File: src/hdl/dpg_pkg.sv
// Shared types and constants for the duration parser with running GCD.
// Used by dpg_front, dpg_queue, dpg_back and duration_parse_running_gcd_unit.
package dpg_pkg;

  localparam int AccWidth = 33;
  localparam int ProdWidth = 51;
  localparam int MultWidth = 17;

  localparam logic [AccWidth-1:0] ACC_MAX = 33'h1_FFFF_FFFF;

  localparam logic [1:0] MULT_SEC = 2'd0;
  localparam logic [1:0] MULT_MIN = 2'd1;
  localparam logic [1:0] MULT_HOUR = 2'd2;
  localparam logic [1:0] MULT_DAY = 2'd3;

  localparam logic [1:0] STATUS_OK = 2'd0;
  localparam logic [1:0] STATUS_BAD_SUFFIX = 2'd1;
  localparam logic [1:0] STATUS_NEGATIVE = 2'd2;
  localparam logic [1:0] STATUS_TOO_LARGE = 2'd3;

  localparam logic [7:0] CHAR_SPACE = 8'h20;
  localparam logic [7:0] CHAR_TAB = 8'h09;
  localparam logic [7:0] CHAR_CR = 8'h0D;
  localparam logic [7:0] CHAR_PLUS = 8'h2B;
  localparam logic [7:0] CHAR_MINUS = 8'h2D;
  localparam logic [7:0] CHAR_ZERO = 8'h30;
  localparam logic [7:0] CHAR_NINE = 8'h39;
  localparam logic [7:0] CHAR_UPPER_A = 8'h41;
  localparam logic [7:0] CHAR_UPPER_Z = 8'h5A;
  localparam logic [7:0] CASE_OFFSET = 8'h20;
  localparam logic [7:0] CHAR_S = 8'h73;
  localparam logic [7:0] CHAR_M = 8'h6D;
  localparam logic [7:0] CHAR_H = 8'h68;
  localparam logic [7:0] CHAR_D = 8'h64;

  typedef struct packed {
    logic                bad_suffix;
    logic                negative;
    logic [AccWidth-1:0] acc;
    logic [1:0]          mult_sel;
  } dpg_job_t;

  function automatic logic [MultWidth-1:0] mult_value(input logic [1:0] sel);
    logic [MultWidth-1:0] v;
    case (sel)
      MULT_SEC: v = 17'd1;
      MULT_MIN: v = 17'd60;
      MULT_HOUR: v = 17'd3600;
      MULT_DAY: v = 17'd86400;
      default: v = 17'd1;
    endcase
    return v;
  endfunction

endpackage

File: src/hdl/dpg_front.sv
// Front end: accepts characters, runs the number parser and classifies the suffix.
// Depends on dpg_pkg; hands one job per string to dpg_queue.
module dpg_front import dpg_pkg::*; (
  input  logic           clk,
  input  logic           rst,
  input  logic [7:0]     char_in,
  input  logic           is_final,
  input  logic           in_valid,
  output logic           in_ready,
  output dpg_job_t       job,
  output logic           job_valid,
  input  logic           job_ready
);

  localparam logic [1:0] PH_SKIP = 2'd0;
  localparam logic [1:0] PH_DIGITS = 2'd1;
  localparam logic [1:0] PH_DONE = 2'd2;

  logic [AccWidth-1:0] acc, acc_next;
  logic [1:0]          phase, phase_next;
  logic                minus, minus_next;

  logic                accept;
  logic                is_ws;
  logic                is_dig;
  logic [3:0]          digit;
  logic [AccWidth+3:0] acc_wide;
  logic [7:0]          lc;

  assign in_ready = job_ready;
  assign accept = in_valid && job_ready;
  assign is_ws = (char_in == CHAR_SPACE) || (char_in >= CHAR_TAB && char_in <= CHAR_CR);
  assign is_dig = (char_in >= CHAR_ZERO) && (char_in <= CHAR_NINE);
  assign digit = char_in[3:0];
  assign acc_wide = ({4'b0, acc} << 3) + ({4'b0, acc} << 1) + {{AccWidth{1'b0}}, digit};

  always_comb begin
    acc_next = acc;
    phase_next = phase;
    minus_next = minus;
    case (phase)
      PH_SKIP: begin
        if (!is_ws) begin
          if (char_in == CHAR_PLUS || char_in == CHAR_MINUS) begin
            minus_next = (char_in == CHAR_MINUS);
            phase_next = PH_DIGITS;
          end else if (is_dig) begin
            acc_next = {{(AccWidth-4){1'b0}}, digit};
            phase_next = PH_DIGITS;
          end else begin
            phase_next = PH_DONE;
          end
        end
      end
      PH_DIGITS: begin
        if (is_dig) begin
          acc_next = (acc_wide > {4'b0, ACC_MAX}) ? ACC_MAX : acc_wide[AccWidth-1:0];
        end else begin
          phase_next = PH_DONE;
        end
      end
      default: ;
    endcase
  end

  always_comb begin
    lc = (char_in >= CHAR_UPPER_A && char_in <= CHAR_UPPER_Z) ? char_in + CASE_OFFSET : char_in;
    job.acc = acc_next;
    job.negative = minus_next && (acc_next != '0);
    job.bad_suffix = 1'b0;
    job.mult_sel = MULT_SEC;
    if (is_dig || lc == CHAR_S) begin
      job.mult_sel = MULT_SEC;
    end else if (lc == CHAR_M) begin
      job.mult_sel = MULT_MIN;
    end else if (lc == CHAR_H) begin
      job.mult_sel = MULT_HOUR;
    end else if (lc == CHAR_D) begin
      job.mult_sel = MULT_DAY;
    end else begin
      job.bad_suffix = 1'b1;
    end
  end

  assign job_valid = in_valid && is_final;

  always_ff @(posedge clk) begin
    if (rst) begin
      acc <= '0;
      phase <= PH_SKIP;
      minus <= 1'b0;
    end else if (accept) begin
      if (is_final) begin
        acc <= '0;
        phase <= PH_SKIP;
        minus <= 1'b0;
      end else begin
        acc <= acc_next;
        phase <= phase_next;
        minus <= minus_next;
      end
    end
  end

endmodule

File: src/hdl/dpg_queue.sv
// Two-entry job queue between the parser front end and the arithmetic back end.
// Depends on dpg_pkg for the job type.
module dpg_queue import dpg_pkg::*; (
  input  logic     clk,
  input  logic     rst,
  input  dpg_job_t push_job,
  input  logic     push_valid,
  output logic     push_ready,
  output dpg_job_t pop_job,
  output logic     pop_valid,
  input  logic     pop_ready
);

  dpg_job_t   slots [2];
  logic       wptr;
  logic       rptr;
  logic [1:0] count;
  logic       do_push;
  logic       do_pop;

  assign push_ready = (count != 2'd2);
  assign pop_valid = (count != 2'd0);
  assign pop_job = slots[rptr];
  assign do_push = push_valid && push_ready;
  assign do_pop = pop_valid && pop_ready;

  always_ff @(posedge clk) begin
    if (do_push) begin
      slots[wptr] <= push_job;
    end
  end

  always_ff @(posedge clk) begin
    if (rst) begin
      wptr <= 1'b0;
      rptr <= 1'b0;
      count <= 2'd0;
    end else begin
      if (do_push) begin
        wptr <= ~wptr;
      end
      if (do_pop) begin
        rptr <= ~rptr;
      end
      case ({do_push, do_pop})
        2'b10: count <= count + 2'd1;
        2'b01: count <= count - 2'd1;
        default: ;
      endcase
    end
  end

endmodule

File: src/hdl/dpg_back.sv
// Back end: scales the number, checks it and folds it into the running GCD.
// Depends on dpg_pkg; the GCD is a binary (shift and subtract) loop, one step a cycle.
module dpg_back import dpg_pkg::*; (
  input  logic        clk,
  input  logic        rst,
  input  dpg_job_t    job,
  input  logic        job_valid,
  output logic        job_ready,
  output logic [1:0]  status,
  output logic [31:0] seconds,
  output logic [31:0] step_gcd,
  output logic        out_valid,
  input  logic        out_ready
);

  localparam logic [2:0] S_IDLE = 3'd0;
  localparam logic [2:0] S_MUL = 3'd1;
  localparam logic [2:0] S_CHECK = 3'd2;
  localparam logic [2:0] S_GCD = 3'd3;
  localparam logic [2:0] S_EMIT = 3'd4;

  logic [2:0]           state;
  dpg_job_t             cur;
  logic [ProdWidth-1:0] prod;
  logic [31:0]          gcd_a;
  logic [31:0]          gcd_b;
  logic [4:0]           shift;
  logic [31:0]          running_gcd;
  logic [1:0]           res_status;
  logic [31:0]          res_secs;
  logic                 emit_fire;

  assign job_ready = (state == S_IDLE);
  assign emit_fire = (state == S_EMIT) && (!out_valid || out_ready);

  always_ff @(posedge clk) begin
    if (rst) begin
      state <= S_IDLE;
      running_gcd <= '0;
      out_valid <= 1'b0;
    end else begin
      if (emit_fire) begin
        out_valid <= 1'b1;
      end else if (out_ready) begin
        out_valid <= 1'b0;
      end
      case (state)
        S_IDLE: begin
          if (job_valid) begin
            cur <= job;
            state <= S_MUL;
          end
        end
        S_MUL: begin
          prod <= ProdWidth'(cur.acc) * ProdWidth'(mult_value(cur.mult_sel));
          state <= S_CHECK;
        end
        S_CHECK: begin
          if (cur.bad_suffix) begin
            res_status <= STATUS_BAD_SUFFIX;
            res_secs <= '0;
            state <= S_EMIT;
          end else if (cur.negative) begin
            res_status <= STATUS_NEGATIVE;
            res_secs <= '0;
            state <= S_EMIT;
          end else if (prod[ProdWidth-1:32] != '0) begin
            res_status <= STATUS_TOO_LARGE;
            res_secs <= '0;
            state <= S_EMIT;
          end else begin
            res_status <= STATUS_OK;
            res_secs <= prod[31:0];
            if (prod[31:0] != '0 && running_gcd != '0) begin
              gcd_a <= running_gcd;
              gcd_b <= prod[31:0];
              shift <= '0;
              state <= S_GCD;
            end else begin
              state <= S_EMIT;
              if (prod[31:0] != '0) begin
                running_gcd <= prod[31:0];
              end
            end
          end
        end
        S_GCD: begin
          if (gcd_a == '0) begin
            running_gcd <= gcd_b << shift;
            state <= S_EMIT;
          end else if (!gcd_a[0] && !gcd_b[0]) begin
            gcd_a <= gcd_a >> 1;
            gcd_b <= gcd_b >> 1;
            shift <= shift + 5'd1;
          end else if (!gcd_a[0]) begin
            gcd_a <= gcd_a >> 1;
          end else if (!gcd_b[0]) begin
            gcd_b <= gcd_b >> 1;
          end else if (gcd_a >= gcd_b) begin
            gcd_a <= (gcd_a - gcd_b) >> 1;
          end else begin
            gcd_b <= (gcd_b - gcd_a) >> 1;
          end
        end
        S_EMIT: begin
          if (emit_fire) begin
            state <= S_IDLE;
          end
        end
        default: state <= S_IDLE;
      endcase
    end
  end

  always_ff @(posedge clk) begin
    if (emit_fire) begin
      status <= res_status;
      seconds <= res_secs;
      step_gcd <= running_gcd;
    end
  end

endmodule

File: src/hdl/duration_parse_running_gcd_unit.sv
// Top level of the duration parser with running GCD: front end, job queue, back end.
// Depends on dpg_pkg, dpg_front, dpg_queue and dpg_back.
//
//   channel | signals                          | word
//   in      | in_valid, in_ready               | char_in, is_final
//   out     | out_valid, out_ready             | status, seconds, step_gcd
//
// Every character is taken in one cycle while the job queue has room.
// With the back end idle, an accepted final character passes the queue, the job capture in
// S_IDLE, S_MUL, S_CHECK and, when needed, the binary GCD loop before S_EMIT registers the
// word; that loop in the back end sets the rate. The queue holds two finished strings.
// Reset clears the parser, the queue, the running GCD and the output valid flag.
module duration_parse_running_gcd_unit import dpg_pkg::*; (
  input  logic        clk,
  input  logic        rst,
  input  logic [7:0]  char_in,
  input  logic        is_final,
  input  logic        in_valid,
  output logic        in_ready,
  output logic [1:0]  status,
  output logic [31:0] seconds,
  output logic [31:0] step_gcd,
  output logic        out_valid,
  input  logic        out_ready
);

  dpg_job_t front_job;
  logic     front_valid;
  logic     front_ready;
  dpg_job_t back_job;
  logic     back_valid;
  logic     back_ready;

  dpg_front u_front (
    .clk       (clk),
    .rst       (rst),
    .char_in   (char_in),
    .is_final  (is_final),
    .in_valid  (in_valid),
    .in_ready  (in_ready),
    .job       (front_job),
    .job_valid (front_valid),
    .job_ready (front_ready)
  );

  dpg_queue u_queue (
    .clk        (clk),
    .rst        (rst),
    .push_job   (front_job),
    .push_valid (front_valid),
    .push_ready (front_ready),
    .pop_job    (back_job),
    .pop_valid  (back_valid),
    .pop_ready  (back_ready)
  );

  dpg_back u_back (
    .clk       (clk),
    .rst       (rst),
    .job       (back_job),
    .job_valid (back_valid),
    .job_ready (back_ready),
    .status    (status),
    .seconds   (seconds),
    .step_gcd  (step_gcd),
    .out_valid (out_valid),
    .out_ready (out_ready)
  );

  a_err_no_seconds: assert property (@(posedge clk) disable iff (rst)
    out_valid && (status != STATUS_OK) |-> (seconds == '0))
    else $error("error word carries nonzero seconds");

  a_ok_gcd_nonzero: assert property (@(posedge clk) disable iff (rst)
    out_valid && (status == STATUS_OK) && (seconds != '0) |-> (step_gcd != '0))
    else $error("accepted nonzero duration left a zero GCD");

  a_gcd_divides_hint: assert property (@(posedge clk) disable iff (rst)
    out_valid && (status == STATUS_OK) && (seconds != '0) |-> (step_gcd <= seconds))
    else $error("GCD exceeds the accepted duration");

endmodule
File: config.mk
export PLATFORM = sky130hd
export DESIGN_NAME = duration_parse_running_gcd_unit
export DESIGN_NICKNAME = d
export VERILOG_FILES = /design/src/hdl/dpg_pkg.sv /design/src/hdl/dpg_front.sv /design/src/hdl/dpg_queue.sv /design/src/hdl/dpg_back.sv /design/src/hdl/duration_parse_running_gcd_unit.sv
export SDC_FILE = /design/constraint.sdc
export NUM_CORES = 2
export LEC_CHECK = 0
export BUFFER_PORTS_ARGS = -buffer_cell sky130_fd_sc_hd__buf_4
export CORE_MARGIN = 3
export CORE_UTILIZATION = 70
export CTS_CLUSTER_DIAMETER = 120
export DETAILED_ROUTE_END_ITERATION = 10
export PLACE_DENSITY = 0.95
export RECOVER_POWER = 25
export SYNTH_ARGS = -nofsm -noshare
export SYNTH_HDL_FRONTEND = slang
export SYNTH_HIERARCHICAL = 1
export SYNTH_SLANG_ARGS = --single-unit
export TNS_END_PERCENT = 10
File: constraint.sdc
create_clock -name clk -period 20.9 [get_ports clk]
set_input_delay 4.18 -clock clk [delete_from_list [all_inputs] [get_ports clk]]
set_output_delay 4.18 -clock clk [all_outputs]
set_load 0.1 [all_outputs]
**Word-level counts from Yosys, hierarchy flattened**

Memory sizes are Yosys's and may differ from the RTL's. A register that Yosys moved wholly into a read port is not among the register bits.
Cells that the tools add are included.
W data, S select, Z words.

- Register bits after elaboration: 295
- Bits in latches: 0
- RAM bits: 74
- Bits in read-only memories: 0
- Output and inout port bits: 68
- Logic and storage cells: 198
- Memories kept: 1

- Add/subtract/negate cells: 8
- Multipliers: 1
- Div/mod/pow operators: 0
- $lt $le $gt $ge: 8
- Equality and inequality tests: 35
- Shift-type cells: 1
- Mux-type cells: 78
- Bitwise operators: 3
- Reduce and logical (&&, ||, !) cells: 43

Memories:

| name | words | bits a word | read ports | clocked after Yosys merged registers in | wr ports | line | RTL |
|---|---|---|---|---|---|---|---|
| u_queue.slots | 2 | 37 | 1 | 1 | 1 | dpg_queue.sv:14 | `dpg_job_t slots [2];` |

Operators by type and width:

| kind | number |
|---|---|
| $mux W32 | 24 |
| $mux W33 | 6 |
| $pmux W32 S2 | 3 |
| $pmux W17 S4 | 1 |
| $pmux W33 S2 | 1 |
| $reduce_bool A32 Y1 | 2 |
| $sub A32 B32 Y32 | 2 |
| $mul A33 B17 Y50 | 1 |
| $add A36 B34 Y37 | 1 |
| $add A37 B4 Y37 | 1 |
| $gt A37 B33 Y1 const B | 1 |
| $mux W17 | 2 |
| $reduce_bool A33 Y1 | 1 |
| $eq A8 B7 Y1 const B | 4 |
| $ge A32 B32 Y1 | 1 |
| $logic_not A32 Y1 | 1 |
| $shl A32 B5 Y32 | 1 |
| $mux W5 | 6 |
| $eq A8 B6 Y1 const B | 3 |
| $mux W2 | 11 |
| $mux W3 | 7 |
| $reduce_bool A19 Y1 | 1 |
| $reduce_and A9 Y1 | 2 |
| $reduce_and A8 Y1 | 2 |
| other kinds (38) | 92 |

**Longest topological paths before layout**

- Word-level depth: 8
- Gate-level depth with buffers: 28
- Depth with buffers taken out: 27

**Modules after synthesis**

Netlist, hierarchy kept.

Modules (own cells, without submodules):

| module | instances | cells each | area each (um^2) | seq. area each (um^2) |
|---|---|---|---|---|
| dpg_back | 1 | 3214 | 31282.5 | 8408.1 |
| dpg_front | 1 | 676 | 4882.2 | 720.7 |
| dpg_queue | 1 | 139 | 2881.5 | 2322.2 |

**Worst setup path after synthesis**

OpenSTA, ideal clock, no wires.

- Path type: input to register
- Start: in rst
- End: reg u_back.prod[0], enable pin
- Library setup time: 0.600 ns
- Arrival: 9.571 ns
- Required time: 20.300 ns
- Setup slack: 10.729 ns
- Stages: 2
- Path buffers: 1
- Path through: clkbuf_1 > nor4b_1

- Cells in the longest elaborated chain, start to end: 2

RTL lines:

| what | line | RTL |
|---|---|---|
| start: declaration | duration_parse_running_gcd_unit.sv:15 | `input logic rst,` |
| $not A1 Y1 (no source line) | n/a |  |
| $reduce_and A2 Y1 (no source line) | n/a |  |
| end signal: assignment | dpg_back.sv:55 | `prod <= ProdWidth'(cur.acc) * ProdWidth'(mult_value(cur.mult_sel));` |
| end: declaration | dpg_back.sv:24 | `logic [ProdWidth-1:0] prod;` |

Every way passes these cells.
A chain may end at the register's enable or synchronous reset.

**Worst setup path after layout**

- Start: reg u_back/cur[1] (netlist bit)
- End: reg u_back.prod[49], data pin

- Cells in the longest elaborated chain, start to end: 5
- Elaborated cells between the ends (all ways): 8

RTL lines:

| what | line | RTL |
|---|---|---|
| start: declaration | dpg_back.sv:23 | `dpg_job_t cur;` |
| start signal: assignment | dpg_back.sv:50 | `cur <= job;` |
| $eq A2 B2 Y1 (tied with other cells) | dpg_pkg.sv:45 | `case (sel)` |
| $pmux W17 S4 (*) | dpg_pkg.sv:45 |  |
| $mux W17 (*) | dpg_back.sv:47 | `case (state)` |
| $mux W17 (*) | dpg_back.sv:37 | `if (rst) begin` |
| $mul A33 B17 Y50 (*) | dpg_back.sv:55 |  |

Every way passes the cells marked *; elsewhere a longest branch is shown, timed or not. The select of a mux whose other input is x is not followed.

==> flow_metrics.tcl <==
set metrics [dict create \
    postCtsSetupRepairBufs 0 \
    synth_area_mm2 0.03905 \
    holdBufCountCts 0 \
    gr-total-overflow 0 \
    die_x_um 242.2 \
    numPortBuffers 80 \
    cts_sinks 407 \
    synth_ff_type "edfxtp_1" \
    hpwl_um 84240 \
    placeableCoreArea_mm2 0.05445 \
    dieArea_mm2 0.05865 \
    period_share_pct 43.59 \
    fill_cells 3315 \
    failed_checks "max-capacitance violations, max-slew violations" \
    drt_first_pass_iters 9 \
    fin_hold_ws_ps 417.3 \
    crit_top_cell "fa_1" \
    synthCells 4029 \
    ys_seq_area_share_pct 29.33 \
    maxCapViolCount 4 \
    start_util_pct 71.71 \
    fin_skew_ps 43.52 \
    vias_per_cell 6.688 \
    htree_levels 2 \
    critPathMaxStageDelay_ps 1310 \
    maxSlewHeadroom_pct -91.42 \
    cts_root_buffer "clkbuf_16" \
    cts_resized 0 \
    ios 81 \
    fin_nets 4671 \
    rsz0062_at_grt "no" \
    vias 31790 \
    clockBufferDepth 3 \
    hold_class "register to register" \
    ys_types 95 \
    crit_type "register to register" \
    drv_slew 141 \
    synth_warnings 6 \
    cp.arrival_ps 9420 \
    synth_area_per_cell_um2 9.691 \
    mostFrequentLayoutCells "inv_1, ha_1, edfxtp_1, fa_1, nor2_1" \
    synth.largest_area_cell "edfxtp_1" \
    cts_tree "done" \
    dpl-instance-area_mm2 0.03997 \
    layout_commonest_cell "inv_1" \
    synthArstFlopShare_pct 0 \
    postRouteWirelength_um 111800 \
    drc_errors 0 \
    clkTransAtPathRegs_ps 60 \
    groute.usage.overall_pct 37.91 \
    grt_max_degree 87 \
    clkLatencyLatePin_ps 600 \
    globalplace.congestion 1.014 \
    hold_viol 0 \
    crit_required_ps 21210 \
    wl_per_cell_um 23.52 \
    critical-path-slowest-cell "clkbuf_1" \
    synth_seq_cells 407 \
    row_count 85 \
    worstMarginPinSlew_ps 2849 \
    ant_nets 0 \
    critPathCaptureType "register" \
    syn2layout_area_growth_pct 5.973 \
    status "finished, violations left" \
    cp-start-kind "register" \
    cts_buffers 43 \
    final_cell_area_mm2 0.04138 \
    die_h_um 242.2 \
    antenna_found_initial 4 \
    finalSetupViolations 0 \
    drive_gt1_share_pct 7.351 \
    grt_pass1_vias 32390 \
    grt_first_pass_wirelength_um 175300 \
    max_freq_mhz 109.8 \
    worstPathMaxFanout 33 \
    synth_nets 4721 \
    synth-edff-count 330 \
    yosysTopAreaCellShare_pct 25.38 \
    drtIter0Drc 4388 \
    tns_ps 0 \
    synth_area_leaders "edfxtp_1, fa_1, ha_1" \
    fin_crit_ps 9110 \
    path_cells "inv_1 -> ha_1 -> clkbuf_1 -> nand2_1 -> fa_1 -> fa_1 -> fa_1 -> inv_1 -> fa_1 -> fa_1 -> inv_1 -> fa_1 -> inv_1 -> ha_1 -> a21oi_1 -> o21ai_0 -> or3_1 -> nor3_1 -> o211a_1 -> nor2_1 -> a211oi_1 -> o21a_1 -> o21ai_1 -> xnor2_1" \
]
stage by stage:
stage / util [%] / worst slack (ps) / cells
5_1_grt: 75.99 / 11500 / 4752
6_report: 75.99 / 11790 / 4753
2_1_floorplan: - / 10730 / 4029
3_3_place_gp: 73.41 / 11410 / 4673
4_1_cts: 76.06 / 11920 / 4752
3_5_place_dp: 73.41 / 11330 / 4673
kinds of logic after synthesis:
kind of cell	Yosys count	synth area share, %
and+or+nand+nor	1046	13.34
AOI/OAI and AO/OA	805	13.31
buffers and inverters	779	7.780
adders and majority gates	679	27.85
DFF	407	29.33
xor gates and xnor gates	189	4.239
muxes	124	4.143
state kept, by name, indices dropped and copies added, names as in the netlist, 3 cells and up, named ones only:
register            count
u_queue/slots          74
u_back/prod            50
u_back/cur             37
u_front/acc            33
u_back/gcd_a           32
u_back/gcd_b           32
u_back/res_secs        32
u_back/running_gcd     32
u_back/seconds         32
u_back/step_gcd        32
u_back/shift            5
u_back/state            3
layout make-up:
type                    instances  area [µm²]  area share, %
diodes                          1       2.502       0.006048
clock buffers                  50        1134          2.740
clock inverters                29       312.8         0.7559
inverters                     575        2158          5.216
multi-input cells            2843       24600          59.44
flip-flops and latches        407       11450          27.67
well taps                     739       924.6          2.235
repair buffers                109       799.5          1.932
metal layers:
layer | vias up | global-route usage [%] | routed length (µm) | part of all wire (%)
li1 | 13670 | - | - | -
met2 | 2435 | 60.53 | 50570 | 45
met3 | 759 | 8.035 | 12730 | 11
met4 | 4 | 27.93 | 10230 | 9.1
met5 | - | 0 | 31 | 0.028
met1 | 14920 | 45.62 | 38220 | 34
worst max-delay path, delay by kind of cell (launching register included):
kind	cells	cell delay, ps
buffers and inverters	5	1580
AOI/OAI and AO/OA	6	1520
DFF	1	440
xor gates and xnor gates	1	150
adders and majority gates	8	3730
and+or+nand+nor	4	1390
cells in the mapped netlist (27+ instances only):
cell type	instances
nand4_1	37
ha_1	362
and3_1	44
a221oi_1	33
nor3_1	44
xor2_1	81
nand2_1	269
a22oi_1	42
nand3_1	36
nor4_1	39
fa_1	317
and2_1	180
a21oi_1	227
mux2_2	51
clkbuf_1	139
nor2_1	278
xnor2_1	108
mux2i_1	48
edfxtp_1	330
a21o_1	83
dfxtp_1	77
inv_1	573
nor2b_1	27
o21ai_0	172
buf_2	41
worst paths after layout:
path	endpoint	startpoint	slack [ps]	cells after the start
max	u_back/prod[49]$_DFFE_PP_	u_back/cur[1]$_DFFE_PP_	11790	24
min	u_back/seconds[11]$_DFFE_PP_	u_back/res_secs[11]$_SDFFCE_PP0P_	420	0
max reg2reg	u_back/prod[49]$_DFFE_PP_	u_back/cur[1]$_DFFE_PP_	11790	24
min reg2reg	u_back/seconds[11]$_DFFE_PP_	u_back/res_secs[11]$_SDFFCE_PP0P_	420	0
Power is not shown: default switching activity piles up to over one toggle a cycle in this logic, so the estimate is an artifact.
